**config.mk**
```make
export PLATFORM = sky130hd
export DESIGN_NAME = set_assoc_cache_controller
export DESIGN_NICKNAME = d
export VERILOG_FILES = /design/src/hw/rtl/sac_pkg.sv /design/src/hw/rtl/set_assoc_cache_controller.sv /design/src/hw/rtl/sac_set_store.sv /design/src/hw/rtl/sac_lookup.sv
export SDC_FILE = /design/constraint.sdc
export NUM_CORES = 2
export LEC_CHECK = 0
export BUFFER_PORTS_ARGS = -buffer_cell sky130_fd_sc_hd__buf_4
export CORE_MARGIN = 2
export CORE_UTILIZATION = 62
export DETAILED_ROUTE_END_ITERATION = 8
export PLACE_DENSITY = 0.79
export SYNTH_ARGS = -nofsm -noshare
export SYNTH_HDL_FRONTEND = slang
export SYNTH_HIERARCHICAL = 1
export SYNTH_SLANG_ARGS = --single-unit
```
**constraint.sdc**
```tcl
create_clock -name clk -period 10.29 [get_ports clk]
set_input_delay 2.5725 -clock clk [delete_from_list [all_inputs] [get_ports clk]]
set_output_delay 2.5725 -clock clk [all_outputs]
set_load 0.005 [all_outputs]
```
**src/hw/rtl/sac_pkg.sv**
```systemverilog
// ============================================================================
// sac_pkg - shared types and constants of the set-associative cache controller
// Beat payload structs, access codes, parameter defaults and the small
// control struct passed from the controller to the set store.
// ============================================================================
`default_nettype none

package sac_pkg;

    // Parameter defaults
    localparam int DEF_NUM_SETS     = 16;
    localparam int DEF_NUM_WAYS     = 4;
    localparam int DEF_BLOCK_BYTES  = 32;
    localparam int DEF_ADDRESS_BITS = 32;

    // Fixed beat field widths
    localparam int ADDR_FIELD_W = 32;
    localparam int BLK_FIELD_W  = 27;
    localparam int WAY_FIELD_W  = 2;
    localparam int CNT_W        = 32;

    typedef enum logic {
        OP_LOAD  = 1'b0,
        OP_STORE = 1'b1
    } sac_op_t;

    typedef struct packed {
        sac_op_t                 operation;
        logic [ADDR_FIELD_W-1:0] address;
    } sac_req_t;

    typedef struct packed {
        logic                   hit;
        logic [WAY_FIELD_W-1:0] way_used;
        logic                   victim_writeback;
        logic [BLK_FIELD_W-1:0] victim_block_address;
        logic [BLK_FIELD_W-1:0] fill_block_address;
        logic [CNT_W-1:0]       read_query_count;
        logic [CNT_W-1:0]       read_miss_count;
        logic [CNT_W-1:0]       write_query_count;
        logic [CNT_W-1:0]       write_miss_count;
    } sac_rsp_t;

    // Write control from the controller to the set store
    typedef struct packed {
        logic valid;   // an access is resolved this cycle
        logic fill;    // miss: install the new tag
    } sac_upd_t;

endpackage

`default_nettype wire

```
**src/hw/rtl/set_assoc_cache_controller.sv**
```systemverilog
// ============================================================================
// set_assoc_cache_controller - tag/state/LRU controller of a write-back cache
// Set-associative, write-allocate lookup with LRU replacement, dirty-victim
// reporting and four wrapping access/miss counters.
// ============================================================================
//
//  channel   handshake            payload    beat accepted when
//  -------   ------------------   --------   ---------------------------
//  access    start / busy         req        start high, busy low
//  result    done (strobe)        rsp        done high (one cycle only)
//
//  One access per cycle; the result beat comes from the stage-two result register.
//  Stage one holds the access in the input register; stage two compares the
//  ways of its set, updates the set row and counters, and loads the result
//  register. The set row is written at the same edge that moves the next
//  access into stage two, so back-to-back accesses to one set see fresh state.
//  Reset clears valid, dirty and age bits of every set and the counters at
//  once; tags are not reset. busy stays low and the receiver cannot stall.
//  NUM_SETS and BLOCK_BYTES must be powers of two; the block does not check this.
//
`default_nettype none

module set_assoc_cache_controller
    import sac_pkg::*;
#(
    parameter int NUM_SETS     = DEF_NUM_SETS,
    parameter int NUM_WAYS     = DEF_NUM_WAYS,
    parameter int BLOCK_BYTES  = DEF_BLOCK_BYTES,
    parameter int ADDRESS_BITS = DEF_ADDRESS_BITS
)
(
    input  wire logic     clk,
    input  wire logic     rst_n,
    input  wire logic     start,
    output logic          busy,
    input  wire sac_req_t req,
    output logic          done,
    output sac_rsp_t      rsp
);

    // Address split
    localparam int OFFSET_W = $clog2(BLOCK_BYTES);
    localparam int ADDR_W   = (ADDRESS_BITS < ADDR_FIELD_W) ? ADDRESS_BITS : ADDR_FIELD_W;
    localparam int BLK_W    = ADDR_W - OFFSET_W;
    localparam int SET_BITS = $clog2(NUM_SETS);
    localparam int SET_W    = (SET_BITS > 0) ? SET_BITS : 1;
    localparam int TAG_W    = BLK_W - SET_BITS;
    localparam int WAY_W    = (NUM_WAYS > 1) ? $clog2(NUM_WAYS) : 1;
    localparam int AGE_W    = $clog2(NUM_WAYS + 1);

    // Stage one: input register
    sac_req_t req_reg;
    logic     req_vld_reg;

    // Stage two: result register and counters
    sac_rsp_t         rsp_reg;
    sac_rsp_t         rsp_next;
    logic             done_reg;
    logic [CNT_W-1:0] rd_cnt_reg;
    logic [CNT_W-1:0] rd_cnt_next;
    logic [CNT_W-1:0] rd_miss_reg;
    logic [CNT_W-1:0] rd_miss_next;
    logic [CNT_W-1:0] wr_cnt_reg;
    logic [CNT_W-1:0] wr_cnt_next;
    logic [CNT_W-1:0] wr_miss_reg;
    logic [CNT_W-1:0] wr_miss_next;

    logic [ADDR_W-1:0] addr_eff;
    logic [BLK_W-1:0]  block;
    logic [SET_W-1:0]  set_idx;
    logic [TAG_W-1:0]  tag;
    logic              is_store;
    logic [BLK_W-1:0]  victim_blk;

    // Set row and lookup results
    logic [NUM_WAYS-1:0]            valid_row;
    logic [NUM_WAYS-1:0]            dirty_row;
    logic [NUM_WAYS-1:0][AGE_W-1:0] age_row;
    logic [NUM_WAYS-1:0][TAG_W-1:0] tag_row;
    logic                           hit;
    logic [WAY_W-1:0]               way;
    logic                           victim_valid;
    logic                           victim_dirty;
    logic [TAG_W-1:0]               victim_tag;
    logic [NUM_WAYS-1:0]            valid_next;
    logic [NUM_WAYS-1:0]            dirty_next;
    logic [NUM_WAYS-1:0][AGE_W-1:0] age_next;
    sac_upd_t                       upd;

    // Accept every cycle: the pipeline never stalls
    assign busy = 1'b0;
    assign done = done_reg;
    assign rsp  = rsp_reg;

    always_ff @(posedge clk or negedge rst_n)
    begin
        if (!rst_n)
            req_vld_reg <= 1'b0;
        else
            req_vld_reg <= start && !busy;
    end

    // Hold the payload only on an accepted beat
    always_ff @(posedge clk)
    begin
        if (start && !busy)
            req_reg <= req;
    end

    // Split the byte address into block, set and tag
    assign addr_eff = req_reg.address[ADDR_W-1:0];
    assign block    = addr_eff[ADDR_W-1:OFFSET_W];
    assign set_idx  = (NUM_SETS > 1) ? block[SET_W-1:0] : '0;
    assign tag      = TAG_W'(block >> SET_BITS);
    assign is_store = (req_reg.operation == OP_STORE);

    assign upd.valid = req_vld_reg;
    assign upd.fill  = !hit;

    sac_set_store #(
        .NUM_SETS (NUM_SETS),
        .NUM_WAYS (NUM_WAYS),
        .TAG_W    (TAG_W),
        .AGE_W    (AGE_W)
    ) u_store (
        .clk        (clk),
        .rst_n      (rst_n),
        .set_idx    (set_idx),
        .valid_row  (valid_row),
        .dirty_row  (dirty_row),
        .age_row    (age_row),
        .tag_row    (tag_row),
        .upd        (upd),
        .fill_way   (way),
        .tag_next   (tag),
        .valid_next (valid_next),
        .dirty_next (dirty_next),
        .age_next   (age_next)
    );

    sac_lookup #(
        .NUM_WAYS (NUM_WAYS),
        .TAG_W    (TAG_W),
        .AGE_W    (AGE_W)
    ) u_lookup (
        .is_store     (is_store),
        .tag          (tag),
        .valid_row    (valid_row),
        .dirty_row    (dirty_row),
        .age_row      (age_row),
        .tag_row      (tag_row),
        .hit          (hit),
        .way          (way),
        .victim_valid (victim_valid),
        .victim_dirty (victim_dirty),
        .victim_tag   (victim_tag),
        .valid_next   (valid_next),
        .dirty_next   (dirty_next),
        .age_next     (age_next)
    );

    // Rebuild the victim block address from its tag and this set
    assign victim_blk = (BLK_W'(victim_tag) << SET_BITS) | BLK_W'(set_idx);

    // Advance the counters; the result carries the values after this access
    always_comb
    begin
        rd_cnt_next  = rd_cnt_reg;
        rd_miss_next = rd_miss_reg;
        wr_cnt_next  = wr_cnt_reg;
        wr_miss_next = wr_miss_reg;
        if (req_vld_reg)
        begin
            if (is_store)
            begin
                wr_cnt_next = wr_cnt_reg + CNT_W'(1);
                if (!hit)
                    wr_miss_next = wr_miss_reg + CNT_W'(1);
            end
            else
            begin
                rd_cnt_next = rd_cnt_reg + CNT_W'(1);
                if (!hit)
                    rd_miss_next = rd_miss_reg + CNT_W'(1);
            end
        end
    end

    always_comb
    begin
        rsp_next.hit                  = hit;
        rsp_next.way_used             = WAY_FIELD_W'(way);
        rsp_next.victim_writeback     = victim_dirty;
        rsp_next.victim_block_address = victim_valid ? BLK_FIELD_W'(victim_blk) : '0;
        rsp_next.fill_block_address   = hit ? '0 : BLK_FIELD_W'(block);
        rsp_next.read_query_count     = rd_cnt_next;
        rsp_next.read_miss_count      = rd_miss_next;
        rsp_next.write_query_count    = wr_cnt_next;
        rsp_next.write_miss_count     = wr_miss_next;
    end

    always_ff @(posedge clk or negedge rst_n)
    begin
        if (!rst_n)
        begin
            done_reg    <= 1'b0;
            rd_cnt_reg  <= '0;
            rd_miss_reg <= '0;
            wr_cnt_reg  <= '0;
            wr_miss_reg <= '0;
        end
        else
        begin
            done_reg    <= req_vld_reg;
            rd_cnt_reg  <= rd_cnt_next;
            rd_miss_reg <= rd_miss_next;
            wr_cnt_reg  <= wr_cnt_next;
            wr_miss_reg <= wr_miss_next;
        end
    end

    // Load the result beat
    always_ff @(posedge clk)
    begin
        if (req_vld_reg)
            rsp_reg <= rsp_next;
    end

endmodule

`default_nettype wire

```
**src/hw/rtl/sac_set_store.sv**
```systemverilog
// ============================================================================
// sac_set_store - per-set valid, dirty, age and tag registers
// Read the row of the addressed set; write back the updated row and,
// on a fill, the new tag of the chosen way.
// ============================================================================
`default_nettype none

module sac_set_store
    import sac_pkg::*;
#(
    parameter int NUM_SETS = DEF_NUM_SETS,
    parameter int NUM_WAYS = DEF_NUM_WAYS,
    parameter int TAG_W    = 23,
    parameter int AGE_W    = 3,
    localparam int SET_W   = (NUM_SETS > 1) ? $clog2(NUM_SETS) : 1,
    localparam int WAY_W   = (NUM_WAYS > 1) ? $clog2(NUM_WAYS) : 1
)
(
    input  wire logic                             clk,
    input  wire logic                             rst_n,
    input  wire logic [SET_W-1:0]                 set_idx,
    output logic      [NUM_WAYS-1:0]              valid_row,
    output logic      [NUM_WAYS-1:0]              dirty_row,
    output logic      [NUM_WAYS-1:0][AGE_W-1:0]   age_row,
    output logic      [NUM_WAYS-1:0][TAG_W-1:0]   tag_row,
    input  wire sac_upd_t                         upd,
    input  wire logic [WAY_W-1:0]                 fill_way,
    input  wire logic [TAG_W-1:0]                 tag_next,
    input  wire logic [NUM_WAYS-1:0]              valid_next,
    input  wire logic [NUM_WAYS-1:0]              dirty_next,
    input  wire logic [NUM_WAYS-1:0][AGE_W-1:0]   age_next
);

    logic [NUM_WAYS-1:0]            valid_reg [NUM_SETS];
    logic [NUM_WAYS-1:0]            dirty_reg [NUM_SETS];
    logic [NUM_WAYS-1:0][AGE_W-1:0] age_reg   [NUM_SETS];
    logic [NUM_WAYS-1:0][TAG_W-1:0] tag_reg   [NUM_SETS];

    assign valid_row = valid_reg[set_idx];
    assign dirty_row = dirty_reg[set_idx];
    assign age_row   = age_reg[set_idx];
    assign tag_row   = tag_reg[set_idx];

    always_ff @(posedge clk or negedge rst_n)
    begin
        if (!rst_n)
        begin
            for (int s = 0; s < NUM_SETS; s++)
            begin
                valid_reg[s] <= '0;
                dirty_reg[s] <= '0;
                age_reg[s]   <= '0;
            end
        end
        else if (upd.valid)
        begin
            valid_reg[set_idx] <= valid_next;
            dirty_reg[set_idx] <= dirty_next;
            age_reg[set_idx]   <= age_next;
        end
    end

    // Tags hold no reset: a way is read only once its valid bit is set
    always_ff @(posedge clk)
    begin
        if (upd.valid && upd.fill)
        begin
            tag_reg[set_idx][fill_way] <= tag_next;
        end
    end

endmodule

`default_nettype wire

```
**src/hw/rtl/sac_lookup.sv**
```systemverilog
// ============================================================================
// sac_lookup - tag compare, victim choice and LRU age update for one set
// Compare all ways at once, pick the first unused or oldest way on a miss,
// and form the next valid, dirty and age values of the row.
// ============================================================================
`default_nettype none

module sac_lookup
    import sac_pkg::*;
#(
    parameter int NUM_WAYS = DEF_NUM_WAYS,
    parameter int TAG_W    = 23,
    parameter int AGE_W    = 3,
    localparam int WAY_W   = (NUM_WAYS > 1) ? $clog2(NUM_WAYS) : 1
)
(
    input  wire logic                             is_store,
    input  wire logic [TAG_W-1:0]                 tag,
    input  wire logic [NUM_WAYS-1:0]              valid_row,
    input  wire logic [NUM_WAYS-1:0]              dirty_row,
    input  wire logic [NUM_WAYS-1:0][AGE_W-1:0]   age_row,
    input  wire logic [NUM_WAYS-1:0][TAG_W-1:0]   tag_row,
    output logic                                  hit,
    output logic      [WAY_W-1:0]                 way,
    output logic                                  victim_valid,
    output logic                                  victim_dirty,
    output logic      [TAG_W-1:0]                 victim_tag,
    output logic      [NUM_WAYS-1:0]              valid_next,
    output logic      [NUM_WAYS-1:0]              dirty_next,
    output logic      [NUM_WAYS-1:0][AGE_W-1:0]   age_next
);

    logic [WAY_W-1:0] hit_way;
    logic             free_found;
    logic [WAY_W-1:0] free_way;
    logic [WAY_W-1:0] old_way;
    logic [AGE_W-1:0] old_age;
    logic [AGE_W-1:0] ref_age;
    logic             fresh;

    always_comb
    begin
        // Tag compare over all ways
        hit     = 1'b0;
        hit_way = '0;
        for (int i = 0; i < NUM_WAYS; i++)
        begin
            if (valid_row[i] && (tag_row[i] == tag))
            begin
                hit     = 1'b1;
                hit_way = WAY_W'(i);
            end
        end

        // First never-used way
        free_found = 1'b0;
        free_way   = '0;
        for (int i = NUM_WAYS - 1; i >= 0; i--)
        begin
            if (age_row[i] == '0)
            begin
                free_found = 1'b1;
                free_way   = WAY_W'(i);
            end
        end

        // Oldest way, lowest index on a tie
        old_way = '0;
        old_age = '0;
        for (int i = 0; i < NUM_WAYS; i++)
        begin
            if (age_row[i] > old_age)
            begin
                old_age = age_row[i];
                old_way = WAY_W'(i);
            end
        end

        if (hit)
            way = hit_way;
        else if (free_found)
            way = free_way;
        else
            way = old_way;

        ref_age = age_row[way];
        fresh   = (ref_age == '0);

        // Age the others, make the touched way the most recent
        for (int i = 0; i < NUM_WAYS; i++)
        begin
            age_next[i] = age_row[i];
            if (WAY_W'(i) == way)
                age_next[i] = AGE_W'(1);
            else if (hit)
            begin
                if ((age_row[i] != '0) && (age_row[i] < ref_age))
                    age_next[i] = age_row[i] + AGE_W'(1);
            end
            else if (!fresh || (age_row[i] != '0))
                age_next[i] = age_row[i] + AGE_W'(1);
        end

        valid_next      = valid_row;
        valid_next[way] = 1'b1;

        dirty_next = dirty_row;
        if (hit)
        begin
            if (is_store)
                dirty_next[way] = 1'b1;
        end
        else
            dirty_next[way] = is_store;

        victim_valid = !hit && valid_row[way];
        victim_dirty = victim_valid && dirty_row[way];
        victim_tag   = tag_row[way];
    end

endmodule

`default_nettype wire
```
==> flow_metrics.tcl <==
set metrics [dict create \
    status "finished, final reports clean" \
    insertion_delay_ps 840 \
    wire_per_inst_microns 32.6 \
    yosys.area.top_type "edfxtp_1" \
    drt_iter0_markers 5919 \
    cts_resized 0 \
    dpl_worst_slack_ps 1070 \
    io_buffer_count 217 \
    drc 0 \
    worstPathArrival_ps 9880 \
    drt_wl_total_mm 223 \
    use_met3_pct 7.55 \
    place.gp.congestion 0.916 \
    die_width_microns 377 \
    start_util_pct 62.5 \
    synth_edf_count 1686 \
    relSlewSlack_pct 10.2 \
    post-route-period-util_pct 91.2 \
    place.detailed.hpwl_mm 121 \
    finalHoldViolations 0 \
    ios 224 \
    met2_usage_pct 50.9 \
    worst-setup-path-type "flop to flop" \
    irDropWorstVdd_uv 232 \
    yosys_warnings 6 \
    yosysUniqueCellTypes 78 \
    cts_made_buffers 200 \
    first_pass_iters 6 \
    max_freq_mhz 107 \
    tns_ps 0 \
    cts_setup_buffers 0 \
    cp_slowest_cell "nor3_2" \
    drive_gt1_share_pct 31.0 \
    mostFrequentLayoutCells "edfxtp_1 (1686), dfrtp_1 (449), mux4_2 (448)" \
    min_path_type "flop to flop" \
    groute.usage.overall_pct 31.9 \
    via_per_inst 6.88 \
    crit_path_start_kind "flop" \
    fp.dieH_microns 377 \
    tightest_slew_ps 1340 \
    cts_buffer_depth 3 \
    grt_pass1_vias 47686 \
    critPathMaxStageDelay_ps 1230 \
    slew_viol_final 0 \
    clock-root-buffer "clkbuf_16" \
    ant_nets 0 \
    htreeDepth 4 \
    critPathMaxFanout 100 \
    synth_top_area_share_pct 58.8 \
    path_clk_slew_ps 60 \
    synth_area_per_cell_sq_um 18.8 \
    grt-ovfl-total 0 \
    antenna_found_initial 5 \
    largest_reg_flops 1472 \
    vias 47117 \
    ys_async_sr_fraction_pct 21.1 \
    ys_seq_area_share_pct 71.9 \
    cts_tree "built" \
    grt_busiest_layer "met2" \
    timing.final.ws_setup_ps 907 \
    nets 4943 \
    use_met1_pct 42.2 \
    period_needed_ps 9380 \
    grt_pass1_wl_mm 325 \
    netlist_instances 4566 \
    cp_cell_sequence "buf_4, buf_12, buf_4, mux4_2, a22oi_1, nand2_1, xor2_1, nor4_1, nand4_1, or3_1, nand4_1, inv_1, nand4_1, nor3_2, buf_4" \
    grt_max_degree 184 \
    clock_skew_ps 45.8 \
    die-area_sq_um 142000 \
    cts_hold_buffers 0 \
    worstPathRequired_ps 10790 \
    maxCapViolCount 0 \
    setup_viol 0 \
    p_per_area_nw_per_um2 230 \
    p_leak_uw 0.0345 \
    core_sq_um 138000 \
    rsz0062_at_grt "no" \
    cts.sinks 2136 \
    synth_ff_type "edfxtp_1" \
    critPathCaptureType "flop" \
    fillerInstances 8025 \
    syn_nets 4623 \
    synth-seq-cells 2136 \
    area_growth_pct 12.8 \
    final_common_cell "edfxtp_1" \
    synth.area.top_cells "edfxtp_1 (59%), dfrtp_1 (13%), mux4_2 (12%), mux2_2 (3.8%), a22oi_1 (2.0%)" \
    rows 136 \
    synth_area_sq_um 86100 \
    ff2ff_setup_slack_ps 910 \
]
cells by family after synthesis:
logic type | count (synthesis) | share of synthesized area, %
and+or+nand+nor | 800 | 4.93
muxes | 781 | 16.2
AOI/OAI and AO/OA | 323 | 2.78
DFF | 2136 | 71.9
other | 1 | 0.00436
buffers and inverters | 284 | 1.57
xor gates and xnor gates | 216 | 2.20
adders and majority gates | 25 | 0.356
Yosys cell counts (8+ instances only):
cell / instances
buf_1: 35
and2_1: 36
buf_4: 16
a21oi_1: 14
nand2_1: 275
mux2_2: 287
edfxtp_1: 1686
buf_2: 102
and3_1: 46
xnor2_1: 112
nand3_1: 67
and4_1: 13
mux2_4: 40
clkbuf_1: 93
o21ai_0: 17
nor3_1: 69
buf_6: 13
inv_1: 25
dfrtp_1: 450
nor3_2: 8
xor2_1: 104
a31oi_1: 27
nor2_1: 74
a22oi_1: 224
mux4_2: 448
nor4_1: 38
nand4_1: 71
nor2b_1: 37
or3_1: 10
ha_1: 21
routing by layer:
metal  vias up  part of all wire (%)
met5         -                     0
met4         0                   5.1
met3       605                    10
met2      3007                    49
met1     24589                    36
li1      18916                     -
worst max-delay path: cells and delay by family, from the launching register on:
| kind | cells | cell delay [ps] |
|---|---|---|
| AOI/OAI and AO/OA | 1 | 230 |
| and+or+nand+nor | 7 | 3550 |
| xor gates and xnor gates | 1 | 270 |
| DFF | 1 | 910 |
| muxes | 1 | 600 |
| buffers and inverters | 5 | 3400 |
worst paths after layout:
path	startpoint	endpoint	cells after the start
min in group asynchronous	rst_n	u_store/dirty_reg[35]	1
worst min-delay path	rd_miss_reg[31]	rd_miss_reg[31]	1
worst min register to register	rd_miss_reg[31]	rd_miss_reg[31]	1
worst max register to register	addr_eff[5]	u_store/tag_reg[13][80]	15
worst max-delay path	addr_eff[5]	u_store/tag_reg[13][80]	15
max in group asynchronous	rst_n	rd_miss_reg[10]	2
area by class of cell:
cell class,instances,area (sq um),share of cell area (%)
well taps,1794,2240,2.31
diodes,2,5.00,0.00515
clock inverters,114,1320,1.36
repair buffers,377,2980,3.06
clock buffers,253,5400,5.56
flip-flops and latches,2136,61900,63.7
inverters,25,93.8,0.0966
multi-input cells,2146,23200,23.9
power by group:
group          switching (uW)  total [uW]  internal [uW]
Combinational            2600        4240           1630
Clock                    3220        7570           4350
Sequential                370       10500          10200
Total                    6190       22300          16100
stage by stage:
step / util (%) / std cells / total power, uW / hold WS, ps / area [sq um]
detailed placement: 65.7 / 6478 / 14800 / 460 / 90400
global placement: 65.7 / 6478 / 14700 / 446 / 90400
CTS: 70.5 / 6845 / 22300 / 470 / 97100
global route: 70.5 / 6845 / 23100 / 484 / 97100
floorplan: - / 4566 / 13200 / 432 / 86100
finish: 70.5 / 6847 / 22300 / 466 / 97100
(Power assumes the default switching activity.)
